===== config.mk =====
export PLATFORM = sky130hd
export DESIGN_NAME = tbpf_ram
export DESIGN_NICKNAME = d
export VERILOG_FILES = /design/src/rtl/core/tiled_background_pixel_fetch_unit_defines.svh /design/src/rtl/core/tbpf_ram.sv
export SDC_FILE = /design/constraint.sdc
export NUM_CORES = 2
export LEC_CHECK = 0
export ABC_AREA = 1
export CAP_MARGIN = 20
export CORE_MARGIN = 2
export CORE_UTILIZATION = 40
export CTS_CLUSTER_SIZE = 40
export DETAILED_ROUTE_END_ITERATION = 10
export DONT_BUFFER_PORTS = 1
export GPL_TIMING_DRIVEN = 0
export HOLD_SLACK_MARGIN = 0.06
export PLACE_DENSITY_LB_ADDON = 0.2
export RECOVER_POWER = 25
export SLEW_MARGIN = 25
export SYNTH_ARGS = -nofsm -noshare
export SYNTH_HDL_FRONTEND = slang
export SYNTH_SLANG_ARGS = --single-unit

===== constraint.sdc =====
create_clock -name clk -period 1.5 [get_ports clk]
set_input_delay 0.15 -clock clk [delete_from_list [all_inputs] [get_ports clk]]
set_output_delay 0.15 -clock clk [all_outputs]
set_load 0.01 [all_outputs]

===== src/rtl/core/tiled_background_pixel_fetch_unit_defines.svh =====
// Assertion macros shared by the tiled background pixel fetch RTL.
`ifndef TILED_BACKGROUND_PIXEL_FETCH_UNIT_DEFINES_SVH
`define TILED_BACKGROUND_PIXEL_FETCH_UNIT_DEFINES_SVH
`ifndef SYNTHESIS
`define TBPF_ASSERT_IMPL(lbl, ante, cons, msg) \
	lbl: assert property (@(posedge clk) disable iff (!arst_n) (ante) |-> (cons)) \
		else $error(msg);
`define TBPF_ASSERT_DELAY(lbl, ante, n, cons, msg) \
	lbl: assert property (@(posedge clk) disable iff (!arst_n) (ante) |-> ##n (cons)) \
		else $error(msg);
`else
`define TBPF_ASSERT_IMPL(lbl, ante, cons, msg)
`define TBPF_ASSERT_DELAY(lbl, ante, n, cons, msg)
`endif
`endif


===== src/rtl/core/tbpf_ram.sv =====
// Generic simple dual-port RAM with a registered read that returns old data on a collision.
`timescale 1ns / 1ps
`default_nettype none
module tbpf_ram #(
	parameter int WIDTH = 8,
	parameter int DEPTH = 256
) (
	input  wire logic                     clk,
	input  wire logic                     we,
	input  wire logic [$clog2(DEPTH)-1:0] waddr,
	input  wire logic [WIDTH-1:0]         wdata,
	input  wire logic [$clog2(DEPTH)-1:0] raddr,
	output logic      [WIDTH-1:0]         rdata
);
	logic [WIDTH-1:0] mem [DEPTH];

	always_ff @(posedge clk) begin
		if (we) begin
			mem[waddr] <= wdata;
		end
		rdata <= mem[raddr];
	end
endmodule
`default_nettype wire


# == Word-level counts from Yosys, hierarchy flattened ==
# Memories as Yosys holds them, arrays and structs flattened. A register that Yosys moved wholly into a read port is not among the register bits.
# Cells that the tools add are included.
# word_totals
n_memories,1
ff_bits,0
in_bits,26
output_inout_bits,8
mem_bits_rw,2048
elab_cells,3
# memory_table
name,words,word_bits,rd,rd_ports_with_merged_regs,write_ports,line_no,text
mem,256,8,1,1,1,tbpf_ram.sv:15,logic [WIDTH-1:0] mem [DEPTH];
# classes
mux,2
# op_table
op,n
2-to-1 mux 1 bit,2

# == Logic depth before layout (Yosys ltp) ==
# logic_depth
depth_word,2
depth_mapped,15
depth_no_buf,11

# == Worst setup path after synthesis ==
# OpenSTA, ideal clock, no wires.
# synth_timing
path_type,input-to-reg
from,in we
to,mem mem[162][0] (enable)
path_buffers,2
cell_stages,4
required_time_ps,1130
setup_ps,370
setup_slack_ps,-141
arrival_ps,1271
path_cell_list,clkbuf_1 > nand3_1 > clkbuf_1 > nor2_1
# synth_via
elab_chain_cells,2
# synth_rtl
item,line_no,text
from (decl),tbpf_ram.sv:9,"input wire logic we,"
2-to-1 mux 1 bit,tbpf_ram.sv:18,if (we) begin
2-to-1 mux 1 bit (not written as such),tbpf_ram.sv:19,mem[waddr] <= wdata;
to (decl),tbpf_ram.sv:15,
# Every way passes these cells.

==> metrics.md <==
| Metric | Value |
|---|---|
| Status | complete, but fails checks |
| Violations in the final reports | hold timing, setup timing |
| Drt via density | 5.98 |
| Worst slew margin | between 10% and 20% |
| Vias in the first global route | roughly 56000 |
| Crit-path cells | buf_2, buf_2, buf_2, nand3_1, nand3_2, nand3_2, nand3_2, nand3_4, nand2_4, nand2_1, nand2_2 |
| Overall global routing resource usage | about a third |
| Period utilisation layout | 121% |
| Finished Cell Area | between 0.09 and 0.1 mm2 |
| Total met2 wirelength after detailed routing | 158000 um |
| Maximum achievable frequency | 549 MHz |
| Final ANT Viol Nets | 0 |
| Clk Latency, worst-skew pair | between 0.8 and 0.9 ns |
| Clock buffer depth | 3 |
| Crit path capture type | flop |
| H-tree Lvls | 4 |
| Initial detailed-routing violation count | approximately 9700 |
| NetSw | just over 30 mW |
| Core Box Area | 0.207 mm2 |
| Sequential Power Share | approximately half |
| Largest fanout on the critical path | 10 |
| Clock transition at the register clock pins on the worst setup and hold paths after CTS | roughly 0.06 ns |
| Peak supply drop | ~1.3 mV |
| Actual transition at the worst max-transition pin | between 1 and 1.5 ns |
| Topmost layer with routed signal wires | met5 |
| Synthesized cell area | between 0.08 and 0.09 mm2 |
| Endpoints failing hold | 1862 |
| Worst Clk Skew | between 0.04 and 0.05 ns |
| Library cells used by synthesis | 14 |
| Placement Rows | around 170 |
| TritonCTS Sinks | 2056 |
| Final period demand of the worst path | around 1.8 ns |
| Mapped Nets | around 7000 |
| TritonCTS clock tree | done |
| DRT Wirelength | ~360000 um |
| Count of boundary I/O pins | 34 |
| First-pass GRT wire length | 477000 um |
| Detailed route wirelength on metal3 | around 44000 um |
| Unrepaired setup endpoints after global routing | yes |
| Relative contribution of the clock network to total power | 41.6% |
| Final HPWL DP | ~240000 um |
| Chip height | ~460 um |
| Total DRC errors in the routed layout | 0 |
| Cell area after placement | a little under 0.09 mm2 |
| Total overflow reported by the global router | 0 |
| Data required, critical path | approximately 2.3 ns |
| Final Slew Violations | 0 |
| TritonCTS Buffers | 212 |
| Total setup violations reported at the end of the flow | 577 |
| Number of synthesized register bits | 2056 |
| Commonest non-fill, non-tap cells in the layout | sky130_fd_sc_hd__nand2_1, sky130_fd_sc_hd__edfxtp_1, sky130_fd_sc_hd__nand3_1 |
| Type of the most critical hold path | input pin to flop |
| Number of antenna violations at the first check in global routing | 25 |
| Synthesis warning total | 0 |
| Buffers added on ports | 0 |
| Crit start category | input pin |
| Worst setup margin | -0.322 ns |
| Static Leakage | around 34 nW |
| Power density relative to cell area | about 1300 mW/mm2 |
| Share of layout cells above drive strength 1 | ~17% |
| Initial core utilization | around 40% |
| Post-synthesis to final-layout area growth | 17.0% |
| Instance count of the mapped netlist | about 7000 |
| Final estimated routing congestion in global placement | roughly 1.0 |
| Most common cell after layout, fill and taps aside | sky130_fd_sc_hd__nand2_1 |
| M1 wire length | between 100000 and 150000 um |
| Width of the chip | 461 um |
| Pin count of the biggest net entering global routing | between 200 and 300 |
| Slowest CP cell | sky130_fd_sc_hd__buf_2 |
| Cell internal power dissipation | 93.8 mW |
| # Max-Cap Violations | 0 |
| First-pass DRT Iterations | 6 |
| Syn_area_per_cell | 11.9 um2 |
| Post-layout net count | between 7000 and 8000 |
| Data arrival at the endpoint of the critical path | 2.63 ns |
| Proportion of total power due to net switching | approximately 25% |
| Combinational share of power | under 10% |
| Critical Setup Path Class | input pin to flop |
| Detail-routed net length per standard cell | between 30 and 40 um |
| Buffer type at the clock tree root | sky130_fd_sc_hd__clkbuf_16 |
| Final-layout worst hold slack | -0.607 ns |
| Area of the die | roughly 0.21 mm2 |
| Total via count in the routed design | a little over 60000 |
| Share of synthesized area occupied by flip-flops and latches | between 70% and 80% |
| Slowest cell delay on critical path | between 0.5 and 0.6 ns |
[metrics by stage]
step,TNS [ns],util [%],power [mW],setup slack (ns),instances
finish,-38.50,47.1,124,-0.322,10300
global route,-18.62,47.1,127,-0.229,10200
CTS,-34.96,46.2,123,-0.284,10200
detailed placement,-1794.07,42.4,72.6,-2.07,9806
global placement,-2474.11,42.1,72.5,-2.68,9791
floorplan,-71.39,-,68.5,-0.133,7003
[sequential cells by signal (all words and copies together) (netlist names)]
register  count
mem        2048
rdata         8
[cells in the mapped netlist]
master / n / area share, %
sky130_fd_sc_hd__inv_2: 2 / 0.0090
sky130_fd_sc_hd__buf_6: 16 / 0.22
sky130_fd_sc_hd__dfxtp_1: 8 / 0.19
sky130_fd_sc_hd__buf_8: 1 / 0.018
sky130_fd_sc_hd__buf_2: 268 / 1.6
sky130_fd_sc_hd__inv_4: 1 / 0.0075
sky130_fd_sc_hd__buf_4: 46 / 0.41
sky130_fd_sc_hd__edfxtp_1: 2048 / 74
sky130_fd_sc_hd__nand2_1: 2123 / 9.6
sky130_fd_sc_hd__inv_1: 36 / 0.16
sky130_fd_sc_hd__nor2_1: 283 / 1.3
sky130_fd_sc_hd__clkbuf_1: 112 / 0.50
sky130_fd_sc_hd__nand3_1: 2019 / 12
sky130_fd_sc_hd__buf_1: 40 / 0.18
[cell type report]
type / count / area, um2
fillers: 18700 / 109000
plain buffers: 483 / 3150
well taps: 2788 / 3490
diodes: 28 / 70.1
flip-flops and latches: 2056 / 61700
inverters: 39 / 155
clock inverters: 124 / 1020
multi-input cells: 4425 / 21800
repair buffers: 41 / 614
clock buffers: 267 / 5600
[power by group through the flow]
stage               logic [mW]  clock network, mW  registers, mW
floorplan                 3.93                  0           64.6
global placement          7.96                  0           64.6
detailed placement        8.05                  0           64.6
CTS                       8.37               51.6           63.4
global route              9.34               53.8           63.4
finish                    9.25               51.8           63.4
[routing by layer]
layer  up-vias  track usage (%)
met3       984             9.31
li1      25500                -
met5         -                0
met2      4240             49.9
met1     30600             43.3
met4        10             19.4
[worst paths after layout]
path | cells after the start | slack (ns) | to | startpoint
min | 0 | -0.61 | mem[71][3]$_DFFE_PP_ | wdata[3]
max reg2reg | 10 | -0.23 | rdata[6]$_DFF_P_ | mem[103][6]$_DFFE_PP_
min reg2reg | 10 | 1.07 | rdata[0]$_DFF_P_ | mem[140][0]$_DFFE_PP_
max | 11 | -0.32 | rdata[6]$_DFF_P_ | raddr[2]
[cell families (layout without fill, tap and decap cells)]
group                  after synthesis  after routing  synth area share [%]
other                                0             28                     0
AND/OR/NAND/NOR                   4425           4425                  22.9
flip-flops                        2056           2056                  73.9
buffers and inverters              522            954                  3.12
[repair_timing]
| item | 4_1_cts | 5_1_grt |
|---|---|---|
| setup endpoints to repair | 803 | 1000 |
| hold endpoints to repair | 2228 | 2166 |
| buffers inserted | 0 | 5 |
| pin swaps | 14 | 51 |
| hold buffers | 15 | 5 |
| resized for setup | 353 | 428 |
[critical path, delay by kind of cell]
kind | cells | cell delay (ns)
simple gates | 8 | 1.18
buf+inv | 3 | 1.28
(Power assumes the default switching activity.)
